[config.mk]
export PLATFORM = sky130hd
export DESIGN_NAME = http_request_header_parser
export DESIGN_NICKNAME = d
export VERILOG_FILES = /design/src/rtl/hrhp_pkg.sv /design/src/rtl/hrhp_front.sv /design/src/rtl/hrhp_back.sv /design/src/rtl/http_request_header_parser.sv
export VERILOG_INCLUDE_DIRS = /design/src /design/src/rtl
export SDC_FILE = /design/constraint.sdc
export NUM_CORES = 1
export LEC_CHECK = 0
export BUFFER_PORTS_ARGS = -buffer_cell sky130_fd_sc_hd__buf_2
export CORE_MARGIN = 4
export CORE_UTILIZATION = 55
export CTS_CLUSTER_SIZE = 25
export DETAILED_ROUTE_END_ITERATION = 16
export PLACE_DENSITY = 0.8
export SYNTH_ARGS = -nofsm -noshare
export SYNTH_HDL_FRONTEND = slang
export SYNTH_HIERARCHICAL = 1
export SYNTH_SLANG_ARGS = --single-unit
[constraint.sdc]
create_clock -name clock -period 4.9 [get_ports clock]
set_input_delay 0.245 -clock clock [delete_from_list [all_inputs] [get_ports clock]]
set_output_delay 0.245 -clock clock [all_outputs]
set_load 0.01 [all_outputs]
[src/rtl/assert_macros.svh]
// assertion helpers
`ifndef ASSERT_MACROS_SVH
`define ASSERT_MACROS_SVH
`ifndef SYNTHESIS
`define ASSERT_CLK(label, clk, rst, prop, msg) \
   label: assert property (@(posedge clk) disable iff (rst) (prop)) else $error(msg);
`define ASSERT_NEVER(label, clk, rst, cond, msg) \
   label: assert property (@(posedge clk) disable iff (rst) !(cond)) else $error(msg);
`else
`define ASSERT_CLK(label, clk, rst, prop, msg)
`define ASSERT_NEVER(label, clk, rst, cond, msg)
`endif
`endif

[src/rtl/hrhp_pkg.sv]
`default_nettype none
package hrhp_pkg;
   localparam int FifoDepthDefault = 4;

   typedef enum logic [2:0] {
      K_URI = 3'd0, K_HNAME = 3'd1, K_HVAL = 3'd2, K_REQ_OK = 3'd3,
      K_HDR_END = 3'd4, K_DONE = 3'd5, K_BAD = 3'd6
   } kind_type;

   localparam logic REQ_DATA    = 1'b0;
   localparam logic REQ_RESTART = 1'b1;

   typedef struct packed {
      logic       req_type;
      logic [7:0] in_byte;
   } req_type_type;

   typedef struct packed {
      logic [2:0] kind;
      logic [7:0] out_byte;
      logic [1:0] method_code;
      logic [1:0] version_code;
      logic       last;
   } rsp_type;

   // front to back: up to two results per request
   typedef struct packed {
      logic    two;
      rsp_type r0;
      rsp_type r1;
   } pair_type;
endpackage
`default_nettype wire

[src/rtl/hrhp_front.sv]
`default_nettype none
module hrhp_front (
   input  wire                   clock,
   input  wire                   reset,
   input  wire                   in_valid,
   output logic                  in_ready,
   input  hrhp_pkg::req_type_type in_req,
   output logic                  pv,
   input  wire                   pr,
   output hrhp_pkg::pair_type    pd
);
   import hrhp_pkg::*;

   logic [1:0] phase_ff, phase_in, sec_ff, sec_in;
   logic [2:0] mpos_ff, mpos_in, mcand_ff, mcand_in;
   logic [3:0] vpos_ff, vpos_in;
   logic [1:0] vok_ff, vok_in, mh_ff, mh_in;
   logic       cr_ff, cr_in, ne_ff, ne_in, col_ff, col_in;

   logic       take;
   logic [1:0] n;
   rsp_type    o0, o1;

   assign in_ready = pr;
   assign take = in_valid && pr;

   function automatic logic [7:0] get_ch(input logic [2:0] p);
      case (p)
         3'd0: get_ch = "G";
         3'd1: get_ch = "E";
         default: get_ch = "T";
      endcase
   endfunction
   function automatic logic [7:0] head_ch(input logic [2:0] p);
      case (p[1:0])
         2'd0: head_ch = "H";
         2'd1: head_ch = "E";
         2'd2: head_ch = "A";
         default: head_ch = "D";
      endcase
   endfunction
   function automatic logic [7:0] post_ch(input logic [2:0] p);
      case (p[1:0])
         2'd0: post_ch = "P";
         2'd1: post_ch = "O";
         2'd2: post_ch = "S";
         default: post_ch = "T";
      endcase
   endfunction
   function automatic logic [7:0] ver_ch(input logic [3:0] p);
      case (p[2:0])
         3'd0: ver_ch = "H";
         3'd1, 3'd2: ver_ch = "T";
         3'd3: ver_ch = "P";
         3'd4: ver_ch = "/";
         3'd5: ver_ch = "1";
         default: ver_ch = ".";
      endcase
   endfunction

   always_comb begin
      logic [7:0] b;
      logic [1:0] vcd;
      logic       vv;
      logic [2:0] ek;
      logic       em;
      logic [7:0] cb;
      int         pass;
      phase_in = phase_ff; sec_in = sec_ff; mpos_in = mpos_ff; mcand_in = mcand_ff;
      vpos_in = vpos_ff; vok_in = vok_ff; mh_in = mh_ff;
      cr_in = cr_ff; ne_in = ne_ff; col_in = col_ff;
      n = 2'd0; o0 = '0; o1 = '0;
      b = in_req.in_byte; ek = '0; em = 1'b0; cb = '0;
      vv = (vpos_ff == 4'd8) && (vok_ff != 2'd0);
      if (vpos_ff == 4'd8 && vok_ff[0]) vcd = 2'd1;
      else if (vpos_ff == 4'd8 && vok_ff[1]) vcd = 2'd2;
      else vcd = 2'd0;
      if (in_req.req_type == REQ_RESTART) begin
         phase_in = 2'd0; sec_in = '0; mpos_in = '0; mcand_in = 3'd7;
         vpos_in = '0; vok_in = 2'd3; mh_in = '0; cr_in = 0; ne_in = 0; col_in = 0;
      end else if (phase_ff < 2'd2) begin
         if (b == 8'd0) begin
            cr_in = 0; phase_in = 2'd3;
            o0.kind = K_BAD; o0.method_code = mh_ff; n = 2'd1;
         end else if (b == 8'h0a) begin
            o0.method_code = mh_ff; o1.method_code = mh_ff;
            if (phase_ff == 2'd0) begin
               if (sec_ff == 2'd1) begin
                  phase_in = 2'd2; o0.kind = K_REQ_OK; o1.kind = K_DONE; n = 2'd2;
               end else if (sec_ff == 2'd2 && vv) begin
                  phase_in = 2'd1; o0.kind = K_REQ_OK; n = 2'd1;
               end else begin
                  phase_in = 2'd3; o0.kind = K_BAD; n = 2'd1;
               end
            end else begin
               n = 2'd1;
               if (!ne_ff) begin phase_in = 2'd2; o0.kind = K_DONE; end
               else if (!col_ff) begin phase_in = 2'd3; o0.kind = K_BAD; end
               else o0.kind = K_HDR_END;
            end
            sec_in = '0; cr_in = 0; ne_in = 0; col_in = 0;
         end else begin
            // up to two content bytes: held cr, then this one (if not cr)
            for (pass = 0; pass < 2; pass++) begin
               em = 1'b0;
               if (pass == 0) em = cr_ff;
               else em = (b != 8'h0d);
               cb = (pass == 0) ? 8'h0d : b;
               if (em) begin
                  ek = 3'd7;
                  ne_in = 1'b1;
                  if (phase_ff == 2'd0) begin
                     case (sec_in)
                        2'd0: begin
                           if (cb == " ") begin
                              if (mcand_in[0] && mpos_in == 3'd3) begin
                                 mh_in = 2'd0; sec_in = 2'd1;
                              end else if (mcand_in[1] && mpos_in == 3'd4) begin
                                 mh_in = 2'd1; sec_in = 2'd1;
                              end else if (mcand_in[2] && mpos_in == 3'd4) begin
                                 mh_in = 2'd2; sec_in = 2'd1;
                              end else sec_in = 2'd3;
                           end else begin
                              if (mpos_in >= 3'd3 || cb != get_ch(mpos_in)) mcand_in[0] = 0;
                              if (mpos_in >= 3'd4 || cb != head_ch(mpos_in)) mcand_in[1] = 0;
                              if (mpos_in >= 3'd4 || cb != post_ch(mpos_in)) mcand_in[2] = 0;
                              if (mpos_in < 3'd7) mpos_in = mpos_in + 3'd1;
                              if (mcand_in == 3'd0) sec_in = 2'd3;
                           end
                        end
                        2'd1: begin
                           if (cb == " ") sec_in = 2'd2;
                           else ek = K_URI;
                        end
                        2'd2: begin
                           if (vpos_in >= 4'd8 || (vpos_in < 4'd7 && cb != ver_ch(vpos_in))
                              || (vpos_in == 4'd7 && cb != "0")) vok_in[0] = 0;
                           if (vpos_in >= 4'd8 || (vpos_in < 4'd7 && cb != ver_ch(vpos_in))
                              || (vpos_in == 4'd7 && cb != "1")) vok_in[1] = 0;
                           if (vpos_in < 4'd15) vpos_in = vpos_in + 4'd1;
                        end
                        default: ;
                     endcase
                  end else begin
                     if (sec_in == 2'd0) begin
                        if (cb == ":") begin col_in = 1; sec_in = 2'd1; end
                        else ek = K_HNAME;
                     end else if (sec_in == 2'd1) begin
                        if (cb != " " && cb != 8'h09) begin sec_in = 2'd2; ek = K_HVAL; end
                     end else ek = K_HVAL;
                  end
                  if (ek != 3'd7) begin
                     if (n == 2'd0) begin
                        o0.kind = ek; o0.out_byte = cb; o0.method_code = mh_in;
                     end else begin
                        o1.kind = ek; o1.out_byte = cb; o1.method_code = mh_in;
                     end
                     n = n + 2'd1;
                  end
               end
            end
            cr_in = (b == 8'h0d);
         end
      end
      o0.version_code = vcd;
      o1.version_code = vcd;
      if (n == 2'd1) o0.last = 1'b1;
      if (n == 2'd2) o1.last = 1'b1;
      pv = in_valid && (n != 2'd0);
      pd.two = (n == 2'd2);
      pd.r0 = o0;
      pd.r1 = o1;
   end

   always_ff @(posedge clock) begin
      if (reset) begin
         phase_ff <= '0; sec_ff <= '0; mpos_ff <= '0; mcand_ff <= 3'd7;
         vpos_ff <= '0; vok_ff <= 2'd3; mh_ff <= '0;
         cr_ff <= 0; ne_ff <= 0; col_ff <= 0;
      end else if (take) begin
         phase_ff <= phase_in; sec_ff <= sec_in; mpos_ff <= mpos_in; mcand_ff <= mcand_in;
         vpos_ff <= vpos_in; vok_ff <= vok_in; mh_ff <= mh_in;
         cr_ff <= cr_in; ne_ff <= ne_in; col_ff <= col_in;
      end
   end
endmodule
`default_nettype wire

[src/rtl/hrhp_back.sv]
`default_nettype none
module hrhp_back #(
   parameter int Depth = hrhp_pkg::FifoDepthDefault
) (
   input  wire                clock,
   input  wire                reset,
   input  wire                pv,
   output logic               pr,
   input  hrhp_pkg::pair_type pd,
   output logic               rsp_valid,
   input  wire                rsp_ready,
   output hrhp_pkg::rsp_type  rsp_data
);
   import hrhp_pkg::*;
   localparam int AW = (Depth > 1) ? $clog2(Depth) : 1;

   pair_type         q_ff [Depth];
   logic [AW-1:0]    wp_ff, rp_ff;
   logic [AW:0]      cnt_ff;
   logic             half_ff;
   logic             push, pop;

   assign pr = (cnt_ff != Depth[AW:0]);
   assign push = pv && pr;
   assign rsp_valid = (cnt_ff != 0);
   assign rsp_data = half_ff ? q_ff[rp_ff].r1 : q_ff[rp_ff].r0;
   assign pop = rsp_valid && rsp_ready && (half_ff || !q_ff[rp_ff].two);

   always_ff @(posedge clock) begin
      if (push) q_ff[wp_ff] <= pd;
      if (reset) begin
         wp_ff <= '0; rp_ff <= '0; cnt_ff <= '0; half_ff <= 1'b0;
      end else begin
         if (push) wp_ff <= (wp_ff == AW'(Depth - 1)) ? '0 : wp_ff + 1'b1;
         if (pop) rp_ff <= (rp_ff == AW'(Depth - 1)) ? '0 : rp_ff + 1'b1;
         if (rsp_valid && rsp_ready) half_ff <= !pop;
         cnt_ff <= cnt_ff + (AW+1)'(push) - (AW+1)'(pop);
      end
   end
endmodule
`default_nettype wire

[src/rtl/http_request_header_parser.sv]
`default_nettype none
`include "assert_macros.svh"
// Byte-stream HTTP/1.x request line and header parser. One request (byte) is
// taken per cycle while the queue has room; the front classifies it
// combinationally and queues up to two results, which the back drains one per
// cycle while the receiver is ready, through a small queue of FIFO_DEPTH
// entries, so each result is registered in the queue before it is offered. A
// request that gives two results offers them in turn, and a stalled receiver stops input once the queue is full.
module http_request_header_parser #(
   parameter int FIFO_DEPTH = hrhp_pkg::FifoDepthDefault
) (
   input  wire                    clock,
   input  wire                    reset,
   input  wire                    req_valid,
   output logic                   req_ready,
   input  hrhp_pkg::req_type_type req_data,
   output logic                   rsp_valid,
   input  wire                    rsp_ready,
   output hrhp_pkg::rsp_type      rsp_data
);
   import hrhp_pkg::*;

   logic     pv, pr;
   pair_type pd;
   logic     status_byte;

   hrhp_front u_front (
      .clock(clock), .reset(reset), .in_valid(req_valid), .in_ready(req_ready),
      .in_req(req_data), .pv(pv), .pr(pr), .pd(pd)
   );

   hrhp_back #(.Depth(FIFO_DEPTH)) u_back (
      .clock(clock), .reset(reset), .pv(pv), .pr(pr), .pd(pd),
      .rsp_valid(rsp_valid), .rsp_ready(rsp_ready), .rsp_data(rsp_data)
   );

   assign status_byte = (rsp_data.kind > K_HVAL) && (rsp_data.out_byte != 8'd0);

   `ASSERT_NEVER(a_kind_range, clock, reset, rsp_valid && rsp_data.kind == 3'd7, "bad kind")
   `ASSERT_NEVER(a_byte_zero, clock, reset, rsp_valid && status_byte, "byte on status")
   `ASSERT_CLK(a_ready_q, clock, reset, req_ready == pr, "ready mismatch")
endmodule
`default_nettype wire

Word-level counts from Yosys, hierarchy flattened
Memories as Yosys holds them, arrays and structs flattened. A register that Yosys moved wholly into a read port is not among the register bits.
Cells that the tools add are included.
- $add $sub $neg: 9
- order comparisons: 13
- equal/unequal tests: 53
- mux-type cells: 327
- reductions and logical operators: 63
- operators by type and width (cell ; number):
    $mux 8 ; 62
    $mux 3 ; 60
    $mux 13 ; 13
    $mux 2 ; 80
    $mux 1 ; 86
    $pmux 7 s5 ; 2
    $mux 4 ; 16
    $ne 4x8->1 const A ; 4
    $ne 8x8->1 ; 4
    $pmux 5 s3 ; 2
    $ne 8x6->1 const B ; 3
    $pmux 4 s3 ; 2
    $pmux 5 s2 ; 2
    $logic_not 3->1 ; 6
    $logic_and 1x1->1 ; 17
    $eq 8x4->1 const B ; 2
    $eq 8x6->1 const B ; 2
    $mux 16 ; 1
    $ne 8x4->1 const B ; 2
    $eq 3x2->1 const B ; 5
    $eq 3x3->1 const B ; 5
    $reduce_bool 3->1 ; 5
    $eq 2x2->1 const B ; 7
    $eq 3x1->1 const B ; 4
    32 further kinds ; 73
- register bits after elaboration: 29
- RAM bits: 132
- output and inout bits: 18
- memories kept: 1
- memories (memory ; words ; bits a word ; rd ports ; clocked after Yosys merged registers in ; wr ports ; line ; RTL):
    u_back.q_ff ; 4 ; 33 ; 1 ; 1 ; 1 ; hrhp_back.sv:17 ; pair_type q_ff [Depth];

Logic depth before layout (Yosys ltp)
Gate-level depths: netlist of the first run.
- word-level depth: 58
- depth in mapped cells: 20
- mapped depth without buffers: 18

Hierarchy
The synthesis of the first run kept the hierarchy.
- modules (own cells, without submodules) (module ; times used ; cells each ; area an instance (sq um) ; seq. area each (sq um)):
    hrhp_back ; 1 ; 249 ; 5529.1 ; 4164.0
    hrhp_front ; 1 ; 400 ; 2747.6 ; 420.4

Worst setup path after synthesis of the first run
No wires, ideal clock.
- path kind: reg-to-reg
- from: register u_front.phase_ff[1]
- to: register u_back.cnt_ff[2]
- setup time: 0.078 ns
- arrival time: 3.742 ns
- setup slack: 1.081 ns
- stages on the path, launching flop included: 21
- buffers on the path: 3
- cells stage by stage: dfxtp_1 > or2_2 > buf_2 > o21ai_0 > clkbuf_1 > inv_1 > ha_1 > a21oi_1 > a21oi_1 > o21ai_0 > a21boi_0 > buf_1 > nand2_1 > ha_1 > inv_1 > ha_1 > inv_1 > fa_1 > xor2_1 > and2_1 > nor3_1
- word-level cells in the longest chain between the ends: 28
- RTL lines (element ; line ; RTL):
    start, declared ; hrhp_front.sv:14 ; logic [1:0] phase_ff, phase_in, sec_ff, sec_in;
    start signal, assigned ; hrhp_front.sv:181 ; phase_ff <= phase_in; sec_ff <= sec_in; mpos_ff <= mpos_in; mcand_ff <= mcand_in;
    $logic_not 2->1 ; hrhp_front.sv:87, hrhp_front.sv:112 ;
    $mux 2 ; hrhp_front.sv:112 ; if (phase_ff == 2'd0) begin
    $mux 2 ; hrhp_front.sv:109 ; if (em) begin
    $mux 2 ; hrhp_front.sv:85 ; end else if (b == 8'h0a) begin
    $mux 2 ; hrhp_front.sv:82 ; if (b == 8'd0) begin
    $mux 2 ; hrhp_front.sv:81 ; end else if (phase_ff < 2'd2) begin
    $mux 2 ; hrhp_front.sv:78 ; if (in_req.req_type == REQ_RESTART) begin
    $eq 2x1->1 ; hrhp_front.sv:113, hrhp_front.sv:148 ;
    (+13 left out) ; n/a ;
    $mux 2 * ; hrhp_front.sv:81 ;
    $mux 2 * ; hrhp_front.sv:78 ;
    $reduce_bool 2->1 * ; hrhp_front.sv:169 ; pv = in_valid && (n != 2'd0);
    $logic_and 1x1->1 * ; hrhp_front.sv:169 ;
    net pv ; http_request_header_parser.sv:23 ; logic pv, pr;
    $logic_and 1x1->1 * ; hrhp_back.sv:24 ; assign push = pv && pr;
    $add 3x1->3 * ; hrhp_back.sv:37 ; cnt_ff <= cnt_ff + (AW+1)'(push) - (AW+1)'(pop);
    $sub 3x1->3 * ; hrhp_back.sv:37 ;
    end signal, assigned ; hrhp_back.sv:37 ;
    end, declared ; hrhp_back.sv:19 ; logic [AW:0] cnt_ff;
The timed path passes the listed nets; every way through them passes the cells marked *. The select of a mux whose other input is x is not followed.
A chain may end at the register's enable or synchronous reset.

Worst setup path after layout of the first run
- from: register u_front.sec_ff[0]
- to: register u_back.cnt_ff[2]
- word-level cells in the longest chain between the ends: 30
- RTL lines (element ; line ; RTL):
    start, declared ; hrhp_front.sv:14 ;
    start signal, assigned ; hrhp_front.sv:181 ;
    $eq 2x1->1 ; hrhp_front.sv:88, hrhp_front.sv:113, hrhp_front.sv:148 ;
    $mux 2 ; hrhp_front.sv:148 ; end else if (sec_in == 2'd1) begin
    $mux 2 ; hrhp_front.sv:145 ; if (sec_in == 2'd0) begin
    $mux 2 ; hrhp_front.sv:112 ;
    $mux 2 ; hrhp_front.sv:109 ;
    $mux 2 ; hrhp_front.sv:85 ;
    $mux 2 ; hrhp_front.sv:82 ;
    $mux 2 ; hrhp_front.sv:81 ;
    (+15 left out) ; n/a ;
    $mux 2 * ; hrhp_front.sv:81 ;
    $mux 2 * ; hrhp_front.sv:78 ;
    $reduce_bool 2->1 * ; hrhp_front.sv:169 ;
    $logic_and 1x1->1 * ; hrhp_front.sv:169 ;
    net pv ; http_request_header_parser.sv:23 ;
    $logic_and 1x1->1 * ; hrhp_back.sv:24 ;
    $add 3x1->3 * ; hrhp_back.sv:37 ;
    $sub 3x1->3 * ; hrhp_back.sv:37 ;
Marked as above.

==> results of run 1 <==
[worst max-delay path, stage by stage (launching register included)]
cell	delay (ns)
sky130_fd_sc_hd__dfxtp_1	0.68
sky130_fd_sc_hd__nor2_1	0.25
sky130_fd_sc_hd__and3_1	0.24
sky130_fd_sc_hd__o31a_1	0.29
sky130_fd_sc_hd__o32ai_2	0.21
sky130_fd_sc_hd__ha_1	0.30
sky130_fd_sc_hd__a21oi_1	0.17
sky130_fd_sc_hd__a21oi_1	0.10
sky130_fd_sc_hd__o21ai_0	0.22
sky130_fd_sc_hd__a21boi_0	0.13
sky130_fd_sc_hd__buf_4	0.18
sky130_fd_sc_hd__nand2_1	0.06
sky130_fd_sc_hd__ha_1	0.22
sky130_fd_sc_hd__inv_1	0.06
sky130_fd_sc_hd__ha_1	0.13
sky130_fd_sc_hd__inv_1	0.05
sky130_fd_sc_hd__fa_1	0.39
sky130_fd_sc_hd__xor2_1	0.16
sky130_fd_sc_hd__and2_1	0.16
sky130_fd_sc_hd__nor3_1	0.11
[registers in the layout, indices dropped and copies added (netlist names), 3 cells and up, named ones only]
name / flops
u_back/cnt_ff: 3
u_front/vpos_ff: 4
u_front/mcand_ff: 3
u_front/mpos_ff: 3
u_back/q_ff: 132
[through the flow]
stage | cells | power [mW] | instance area [µm²] | utilization, %
after floorplan | 649 | 2.185 | 8277 | -
after global placement | 835 | 2.342 | 8536 | 58.29
after detailed placement | 835 | 2.359 | 8536 | 58.29
after CTS | 866 | 3.703 | 9139 | 62.41
after global routing | 866 | 3.842 | 9139 | 62.41
final | 866 | 3.683 | 9139 | 62.41
[worst min-delay path by stage]
stage                    start                 to  slack [ns]
3_3_place_gp     u_front/ne_ff      u_front/ne_ff        0.49
6_report             rsp_ready     u_back/half_ff        0.13
4_1_cts              rsp_ready     u_back/half_ff        0.12
3_5_place_dp   u_back/rp_ff[1]    u_back/rp_ff[1]        0.49
5_1_grt              rsp_ready     u_back/half_ff        0.14
2_1_floorplan            reset  u_front/sec_ff[1]        0.43
[area by class of cell]
cell class,instances,area (µm²),area share (%)
Clock inverter,14,177.7,1.944
Timing Repair Buffer,41,232.7,2.547
Sequential cell,163,4586,50.18
Multi-Input combinational cell,429,3420,37.42
Inverter,18,67.56,0.7393
Clock buffer,17,425.4,4.655
Tap cell,184,230.2,2.519
[synthesized netlist by cell type, types with 13 or more instances]
cell,count
sky130_fd_sc_hd__nand3_1,19
sky130_fd_sc_hd__nor2b_1,13
sky130_fd_sc_hd__inv_1,18
sky130_fd_sc_hd__o21ai_0,19
sky130_fd_sc_hd__nand2_1,48
sky130_fd_sc_hd__and2_1,19
sky130_fd_sc_hd__mux2_2,17
sky130_fd_sc_hd__mux4_2,30
sky130_fd_sc_hd__a21oi_1,34
sky130_fd_sc_hd__clkbuf_1,17
sky130_fd_sc_hd__nor2_1,46
sky130_fd_sc_hd__ha_1,21
sky130_fd_sc_hd__dfxtp_1,31
sky130_fd_sc_hd__edfxtp_1,132
[routing by layer]
| layer | GRT usage, % | vias up | part of all wire, % |
|---|---|---|---|
| met5 | 0 | - | 0 |
| li1 | - | 2514 | - |
| met2 | 37.32 | 162 | 50 |
| met3 | 3.821 | 30 | 4.3 |
| met4 | 6.292 | 0 | 1.8 |
| met1 | 29.09 | 2724 | 44 |
[cells by family (layout without fill, tap and decap cells)]
group	after synthesis	after routing
compound gates	113	113
flops	163	163
fa+ha+maj	22	22
xor+xnor	8	8
simple gates	228	228
mux	58	58
buf+inv	57	90
[power by group]
part | leakage (nW) | switching [mW] | internal, mW
Clock | 0.285 | 0.542 | 0.806
Sequential | 1.47 | 0.0466 | 1.55
Combinational | 1.37 | 0.403 | 0.334
Total | 3.12 | 0.991 | 2.69
==> out/summary.log, run 1 <==
[outcome] result of the run finished, final reports clean
[synthesis] mean cell area of the mapped netlist 12.75 µm²
[setup_path] setup slack, reg-to-reg 0.67 ns
[setup_path] count of cells along the worst register-to-register path 19
[synthesis] Synth Cell Area 0.008277 mm²
[final_layout] commonest non-fill, non-tap cells in the layout 132 x sky130_fd_sc_hd__edfxtp_1, 48 x sky130_fd_sc_hd__nand2_1, 46 x sky130_fd_sc_hd__nor2_1
[setup_path] Worst Setup EP u_back/cnt_ff[2]
[timing] fraction of the cycle the final worst path needs 86.41%
[setup_path] nature of the critical path startpoint register
[global_routing] maximum number of pins on one net before global-route repair 35
[placed_design] quantity of I/O buffers inserted on ports 30
[global_routing] All-Layer GR Usage 21.90%
[synthesis] top_reg_cell synth sky130_fd_sc_hd__edfxtp_1
[timing] unrepaired setup endpoints after global routing no
[final_layout] # fillers 1097
[pwr] worst vdd ir 244.8 µV
[timing] final hold violation count 0
[setup_path] Critical Path Sink Type register
[synthesis] post-synth top area cell sky130_fd_sc_hd__edfxtp_1
[synthesis] multiplexer fraction of the synthesized cell area 12.38%
[cts] clock latency on the worst-skew pair 0.43 ns
[final_layout] most common cell after layout, fill and taps aside sky130_fd_sc_hd__edfxtp_1
[final_layout] antenna diode count 0
[synthesis] async set-or-reset flop fraction in the synthesized netlist 0%
[die] I/O pin cnt 31
[setup_path] Reg2Reg Launch Point u_front/sec_ff[0]
[final_layout] area overhead of the layout relative to synthesis 10.42%
[cts] clock tree from TritonCTS done
[setup_path] critical path data arrival time 4.58 ns
[synthesis] area fraction in compound gates after synthesis 9.176%
[cts] Clock Tree Root sky130_fd_sc_hd__clkbuf_16
[final_layout] fraction of final layout cells with drive strength greater than 1 21.26%
[die] initial core utilization 56.52%
[placed_design] Final GP Congestion 0.9590
[die] die outline area 0.01707 mm²
[cts] number of hold-repair buffers added at the cts stage 0
[pwr] leakage power total 3.125 nW
[synthesis] proportion of synthesized chip area in sequential cells 55.39%
[synthesis] synthesized flop and latch total 163
[flow_run] number of max-capacitance violations reported 0
[timing] Final Skew 0.01022 ns
[hold_path] count of cells along the worst hold path 3
[timing] post-layout minimum cycle time 4.234 ns
[routing] via count 5430
[cts] clock buffer count from CTS 17
[timing] Final Max Slew Viols 0
[synthesis] count of flip-flops with a built-in enable after synthesis 132
[cts] Longest Clk Path Bufs 2
[synthesis] Distinct cells, synth 77
[pwr] PwrDens 403.0 mW/mm²
[routing] per-cell routed wire length 20.74 µm
[timing] worst-case hold slack 0.1280 ns
[synthesis] synthesized-area fraction occupied by adder cells 3.416%
[synthesis] gate count of the mapped netlist 649
[synthesis] most area-consuming cells after synthesis sky130_fd_sc_hd__edfxtp_1 48%, sky130_fd_sc_hd__mux4_2 8.2%, sky130_fd_sc_hd__dfxtp_1 7.5%, sky130_fd_sc_hd__ha_1 3.2%, sky130_fd_sc_hd__mux2_2 2.3%
[routing] number of remaining DRC errors 0
[global_routing] number of antenna violations at the first check in global routing 0
[cts] post-CTS setup buffer count 0
[cts] total number of H-tree levels 4
[timing] worst rel slew slack 30.86%
[routing] drt pass-1 iters 5
[global_routing] GRT Residual Overflow 0
[synthesis] Syn. warnings 6
[global_routing] first-pass GRT wire length 28390 µm
[global_routing] via count of the first global-routing pass 5316
[die] Die Height 130.7 µm
[placed_design] post-place setup slack 0.7397 ns
[timing] setup_tns 0 ns
[routing] total wire length 17960 µm
[final_layout] # nets final 705
[synthesis] Post-Syn Nets 684
[timing] slew of the pin with the lowest slew margin 1.035 ns
[routing] number of vias per cell 6.270
[die] core area 0.01464 mm²
[placed_design] post-detailed-placement half-perimeter wirelength 12050 µm
[cts] number of gates resized after CTS 0
[setup_path] critical path start-end classification register to register
[cts] number of clock sinks seen by CTS 163
[hold_path] type of the tightest min-delay check input pin to register
[setup_path] largest fanout on the critical path 15
[synthesis] post-synthesis simple-gate area fraction 15.40%
[synthesis] combinational family with the most area after synthesis simple AND/OR/NAND/NOR gates
[synthesis] area fraction of the dominant cell type after synthesis 47.89%
[routing] first-iteration detailed-routing DRC count 461
[synthesis] post-synthesis share of cell area spent on xor and xnor gates 0.9373%
[setup_path] CP startpoint u_front/sec_ff[0]
[timing] worst-case setup margin in the final layout 0.6657 ns
[timing] maximum operating frequency 0.2362 GHz
[die] FP Rows 44
[routing] post-route ant nets 0
[die] horizontal die dimension 130.7 µm
[cts] clock-pin slew on the worst setup and hold paths 0.06 ns
[setup_path] capture instance of the worst register-to-register path u_back/cnt_ff[2]
[timing] Final setup violation count 0
[setup_path] Worst EP required 5.25 ns
No activity file was read; power rests on OpenSTA's default activity.
==> run 2: changes to the inputs <==
- ABC_AREA: unset -> 1
==> out/summary.log, run 2 <==
[synthesis] async set-or-reset flop fraction in the synthesized netlist 0%
[synthesis] most area-consuming cells after synthesis sky130_fd_sc_hd__edfxtp_1 47%, sky130_fd_sc_hd__nand2_1 8.0%, sky130_fd_sc_hd__dfxtp_1 7.4%, sky130_fd_sc_hd__nor2_1 6.1%, sky130_fd_sc_hd__o21ai_0 4.1%
[timing] Final Skew 0.007870 ns
[final_layout] antenna diode count 0
[placed_design] post-place setup slack 1.017 ns
[synthesis] count of flip-flops with a built-in enable after synthesis 132
[routing] first-iteration detailed-routing DRC count 618
[pwr] leakage power total 3.567 nW
[hold_path] count of cells along the worst hold path 2
[die] I/O pin cnt 31
[setup_path] peak per-stage delay on the critical path 0.53 ns
[die] horizontal die dimension 131.3 µm
[setup_path] Reg2Reg Launch Point u_front/cr_ff
[setup_path] count of cells along the worst register-to-register path 21
[global_routing] first-pass GRT wire length 30830 µm
[outcome] result of the run finished, final reports clean
[timing] worst rel slew slack 32.08%
[final_layout] most common cell after layout, fill and taps aside sky130_fd_sc_hd__nand2_1
[setup_path] Critical Path Sink Type register
[placed_design] post-detailed-placement half-perimeter wirelength 12450 µm
[global_routing] maximum number of pins on one net before global-route repair 67
[timing] final hold violation count 0
[final_layout] Layout Cells excl Fill 1142
[hold_path] Hold Startpoint reset
[cts] number of clock sinks seen by CTS 163
[hold_path] worst min-delay path endpoint u_back/cnt_ff[1]
[synthesis] proportion of synthesized chip area in sequential cells 54.82%
[cts] number of gates resized after CTS 0
[cts] Clock Tree Root sky130_fd_sc_hd__clkbuf_16
[timing] slew of the pin with the lowest slew margin 1.017 ns
[setup_path] slowest stage cell, crit path sky130_fd_sc_hd__dfxtp_1
[final_layout] Reg with most FFs u_back/q_ff
[timing] setup_tns 0 ns
[synthesis] most common cell in the netlist sky130_fd_sc_hd__nand2_1
[routing] post-route ant nets 0
[final_layout] fraction of final layout cells with drive strength greater than 1 13.26%
[cts] number of hold-repair buffers added at the cts stage 0
[timing] fraction of the cycle the final worst path needs 80.49%
[global_routing] GRT Residual Overflow 0
[timing] maximum operating frequency 0.2536 GHz
[synthesis] gate count of the mapped netlist 919
[synthesis] post-synth top area cell sky130_fd_sc_hd__edfxtp_1
[setup_path] Worst EP required 5.26 ns
[setup_path] largest fanout on the critical path 9
[timing] Final setup violation count 0
[timing] post-layout minimum cycle time 3.944 ns
[setup_path] cell breakdown of the critical path inv_2 -> nor2_4 -> nand2_1 -> o21ai_1 -> nand3_2 -> nand2_2 -> nand3_2 -> ha_1 -> nor2_1 -> a211oi_1 -> o21ai_0 -> a21boi_1 -> nand2_2 -> ha_1 -> inv_1 -> ha_1 -> inv_1 -> fa_1 -> inv_1 -> o21ai_0 -> a21oi_1
[placed_design] quantity of I/O buffers inserted on ports 30
[global_routing] via count of the first global-routing pass 6218
[routing] per-cell routed wire length 16.69 µm
[die] core area 0.01470 mm²
[synthesis] Synth Cell Area 0.008363 mm²
[setup_path] category of cells accounting for the largest share of critical-path delay adder cells
[synthesis] Post-Syn Nets 954
[synthesis] Distinct cells, synth 47
[pwr] worst vdd ir 286.4 µV
[die] FP Rows 44
[die] initial core utilization 56.89%
[cts] clock buffer count from CTS 17
[synthesis] top_reg_cell synth sky130_fd_sc_hd__edfxtp_1
[final_layout] area overhead of the layout relative to synthesis 9.755%
[final_layout] share of the core filled with cells in the final layout 62.44%
[synthesis] top post-synthesis cells by count 179 x sky130_fd_sc_hd__nand2_1, 136 x sky130_fd_sc_hd__nor2_1, 132 x sky130_fd_sc_hd__edfxtp_1, 68 x sky130_fd_sc_hd__inv_1, 68 x sky130_fd_sc_hd__o21ai_0
[die] Die Height 131.3 µm
[cts] clock tree from TritonCTS done
[setup_path] CP startpoint u_front/cr_ff
[placed_design] Inst Count DP 1110
[final_layout] commonest non-fill, non-tap cells in the layout 179 x sky130_fd_sc_hd__nand2_1, 132 x sky130_fd_sc_hd__nor2_1, 132 x sky130_fd_sc_hd__edfxtp_1
[hold_path] type of the tightest min-delay check input pin to register
[global_routing] number of antenna violations at the first check in global routing 0
[cts] clock-pin slew on the worst setup and hold paths 0.06 ns
[synthesis] mean cell area of the mapped netlist 9.100 µm²
[routing] total wire length 19060 µm
[placed_design] Final GP Congestion 0.9615
[setup_path] count of buffer and inverter cells on the critical path 4
[routing] number of vias per cell 5.773
[synthesis] area fraction of the dominant cell type after synthesis 47.40%
[routing] drt pass-1 iters 6
[final_layout] # nets final 980
[routing] number of remaining DRC errors 0
[pwr] total chip power 3.962 mW
[pwr] PwrDens 431.7 mW/mm²
[flow_run] number of max-capacitance violations reported 0
[cts] total number of H-tree levels 4
[timing] unrepaired setup endpoints after global routing no
[synthesis] synthesized flop and latch total 163
[synthesis] Syn. warnings 6
[final_layout] registers with the most flip-flops u_back/q_ff (132), u_front/vpos_ff (4)
[global_routing] All-Layer GR Usage 21.98%
[cts] clock latency on the worst-skew pair 0.42 ns
[cts] post-CTS setup buffer count 0
[setup_path] setup slack, reg-to-reg 0.96 ns
[die] die outline area 0.01724 mm²
[setup_path] nature of the critical path startpoint register
[timing] Final Max Slew Viols 0
[setup_path] capture instance of the worst register-to-register path u_back/cnt_ff[2]
[cts] Longest Clk Path Bufs 2
[final_layout] flip-flop count of the largest register after layout 132
[timing] worst-case setup margin in the final layout 0.9560 ns
[routing] via count 6593
[setup_path] critical path start-end classification register to register
[setup_path] critical path data arrival time 4.30 ns
[run 2: per-layer routing]
layer  up-vias  wire, µm  GRT usage (%)
li1       3198         -              -
met1      3102      8185          29.15
met2       252      9161          36.00
met3        41      1332          4.740
met4         0       381          7.935
met5         -         0              0
[run 2: final cells by class]
| type | instances | area [µm²] |
|---|---|---|
| fill | 1216 | 5520 |
| sequential | 163 | 4586 |
| multi-input combinational | 634 | 3239 |
| clock buffer | 18 | 429.2 |
| inverter | 90 | 342.8 |
| tap | 184 | 230.2 |
| timing repair buffer | 39 | 217.7 |
| clock inverter | 14 | 133.9 |
[run 2: worst max-delay path by stage]
stage / slack, ns / cells after the start / endpoint
6_report: 0.96 / 21 / u_back/cnt_ff[2]
3_5_place_dp: 1.02 / 22 / u_back/cnt_ff[2]
2_1_floorplan: 0.86 / 14 / u_back/q_ff[0][0]
3_3_place_gp: 1.16 / 21 / u_back/cnt_ff[2]
4_1_cts: 1.0 / 22 / u_back/cnt_ff[2]
5_1_grt: 0.62 / 21 / u_back/cnt_ff[2]
[run 2: cell families after synthesis]
family | Yosys count | synth area share, %
compound gates | 185 | 12.22
xor+xnor | 1 | 0.1047
fa+ha+maj | 22 | 3.381
buf+inv | 122 | 6.807
flops | 163 | 54.82
simple gates | 426 | 22.67
[run 2: where the power goes]
group	leakage, nW	internal, mW	switching, mW
Combinational	1.81	0.347	0.727
Sequential	1.49	1.55	0.0636
Clock	0.269	0.746	0.525
Total	3.57	2.65	1.32
[run 2: worst register-to-register path, delay by kind of cell, from the launching register on]
kind	cells	cell delay [ns]
flops	1	0.53
simple gates	7	0.82
buf+inv	4	0.27
compound gates	6	1.12
fa+ha+maj	4	1.15
[run 2: through the flow]
stage                     instance area [µm²]  hold WS, ns
after floorplan                          8363       0.3117
after global placement                   8616       0.4687
after detailed placement                 8616       0.4734
after CTS                                9179       0.2083
after global routing                     9179       0.2226
final                                    9179       0.2195
==> run 3: changes to the inputs <==
- clock period: 4.9 -> 4 ns (I/O delays scaled with it)
==> out/summary.log, run 3 (synthesized netlist as in run 2, its figures left out) <==
[die] Die Height 131.3 µm
[placed_design] Final GP Congestion 0.9731
[hold_path] type of the tightest min-delay check input pin to register
[flow_run] number of max-capacitance violations reported 0
[cts] total number of H-tree levels 4
[timing] slew of the pin with the lowest slew margin 0.9665 ns
[die] horizontal die dimension 131.3 µm
[global_routing] first-pass GRT wire length 31370 µm
[final_layout] area used by sequential logic in the layout 0.004586 mm²
[final_layout] flip-flop count of the largest register after layout 132
[setup_path] largest fanout on the critical path 8
[final_layout] most common cell after layout, fill and taps aside sky130_fd_sc_hd__nand2_1
[final_layout] share of the core filled with cells in the final layout 62.73%
[routing] total wire length 19500 µm
[placed_design] post-placement cell area 0.008653 mm²
[timing] worst-case setup margin in the final layout 0.4169 ns
[routing] per-cell routed wire length 17.00 µm
[routing] first-iteration detailed-routing DRC count 631
[global_routing] number of antenna violations at the first check in global routing 0
[global_routing] GRT Residual Overflow 0
[cts] clock tree from TritonCTS done
[placed_design] post-place setup slack 0.4118 ns
[final_layout] Layout Cells excl Fill 1147
[pwr] leakage power total 3.597 nW
[placed_design] Inst Count DP 1115
[routing] post-route ant nets 0
[cts] Clock Tree Root sky130_fd_sc_hd__clkbuf_16
[pwr] total chip power 4.885 mW
[cts] clock latency on the worst-skew pair 0.43 ns
[final_layout] commonest non-fill, non-tap cells in the layout 179 x sky130_fd_sc_hd__nand2_1, 132 x sky130_fd_sc_hd__edfxtp_1, 131 x sky130_fd_sc_hd__nor2_1
[pwr] PwrDens 529.8 mW/mm²
[setup_path] nature of the critical path startpoint register
[cts] clock buffer count from CTS 17
[global_routing] All-Layer GR Usage 22.64%
[placed_design] post-detailed-placement half-perimeter wirelength 12950 µm
[final_layout] registers with the most flip-flops u_back/q_ff (132), u_front/vpos_ff (4)
[global_routing] maximum number of pins on one net before global-route repair 64
[final_layout] # nets final 985
[setup_path] Critical Path Sink Type register
[setup_path] critical path start-end classification register to register
[setup_path] critical path data arrival time 3.94 ns
[global_routing] via count of the first global-routing pass 6311
[pwr] worst vdd ir 296.3 µV
[final_layout] antenna diode count 0
[final_layout] area of combinational cells with multiple inputs 0.003242 mm²
[placed_design] quantity of I/O buffers inserted on ports 30
[die] core area 0.01470 mm²
[cts] number of hold-repair buffers added at the cts stage 0
[timing] Final setup violation count 0
[timing] worst-case hold slack 0.1749 ns
[cts] clock-pin slew on the worst setup and hold paths 0.06 ns
[outcome] result of the run finished, final reports clean
[die] FP Rows 44
[cts] Longest Clk Path Bufs 2
[final_layout] area overhead of the layout relative to synthesis 10.26%
[final_layout] Reg with most FFs u_back/q_ff
[die] I/O pin cnt 31
[setup_path] Worst EP required 4.35 ns
[final_layout] # fillers 1181
[timing] setup_tns 0 ns
[routing] via count 6641
[timing] Final Max Slew Viols 0
[cts] number of clock sinks seen by CTS 163
[routing] drt pass-1 iters 8
[timing] Final Skew 0.01223 ns
[routing] number of vias per cell 5.790
[timing] worst rel slew slack 35.43%
[timing] unrepaired setup endpoints after global routing no
[die] die outline area 0.01724 mm²
[timing] maximum operating frequency 0.2791 GHz
[routing] number of remaining DRC errors 0
[final_layout] final standard cell area without fillers 0.009221 mm²
[final_layout] fraction of final layout cells with drive strength greater than 1 14.02%
[timing] post-layout minimum cycle time 3.583 ns
[timing] final hold violation count 0
[timing] fraction of the cycle the final worst path needs 89.58%
[die] initial core utilization 56.89%
[run 3: cell count changes in the layout (fill, tap and decap cells not counted), sizes merged]
cell | previous run | this run
inv | 92 | 91
clkinv | 8 | 9
buf | 39 | 44
[run 3: power by group]
part / internal [mW] / switching, mW
sequential: 1.90 / 0.0698
combinational: 0.435 / 0.909
clock: 0.915 / 0.653
[run 3: critical path, cell delays in order (launching register included)]
cell and delay [ns]:
sky130_fd_sc_hd__dfxtp_1 0.34, sky130_fd_sc_hd__nor2_2 0.26, sky130_fd_sc_hd__buf_4 0.22, sky130_fd_sc_hd__nand2_1 0.06
sky130_fd_sc_hd__o21ai_1 0.14, sky130_fd_sc_hd__nand3_2 0.10, sky130_fd_sc_hd__nand2_2 0.11, sky130_fd_sc_hd__nand3_2 0.12
sky130_fd_sc_hd__ha_1 0.30, sky130_fd_sc_hd__nor2_1 0.04, sky130_fd_sc_hd__a211oi_1 0.23, sky130_fd_sc_hd__o21ai_0 0.16
sky130_fd_sc_hd__a21boi_1 0.19, sky130_fd_sc_hd__nand2_2 0.09, sky130_fd_sc_hd__ha_1 0.29, sky130_fd_sc_hd__inv_1 0.06
sky130_fd_sc_hd__ha_1 0.14, sky130_fd_sc_hd__inv_1 0.05, sky130_fd_sc_hd__fa_1 0.37, sky130_fd_sc_hd__inv_1 0.07
sky130_fd_sc_hd__o21ai_0 0.08, sky130_fd_sc_hd__a21oi_1 0.12
[run 3: path summary, 6_finish.rpt]
kind	startpoint	endpoint	slack, ns	depth (start not counted)
max reg2reg	u_front/phase_ff[0]	u_back/cnt_ff[2]	0.42	21
min reg2reg	u_front/mcand_ff[1]	u_front/mcand_ff[1]	0.49	2
min	reset	u_back/cnt_ff[1]	0.17	2
max	u_front/phase_ff[0]	u_back/cnt_ff[2]	0.42	21
[run 3: layout make-up]
| cell class | count | share of cell area (%) |
|---|---|---|
| clock inverter | 14 | 1.479 |
| multi-input combinational | 634 | 35.16 |
| inverter | 90 | 3.718 |
| tap | 184 | 2.497 |
| clock buffer | 18 | 4.654 |
| timing repair buffer | 44 | 2.768 |
| sequential | 163 | 49.73 |
[run 3: metal layers]
metal  global-route usage (%)  up-vias  part of all wire [%]
met3                    4.549       31                   5.8
met4                    7.293        0                   2.1
met5                        0        -                     0
met1                    28.38     3170                    42
li1                         -     3219                     -
met2                    39.66      221                    50
[run 3: timing repair]
action | 4_1_cts | 5_1_grt
buffers inserted | 0 | 0
endpoints found under the setup margin | 0 | 1
resized for setup | 0 | 1
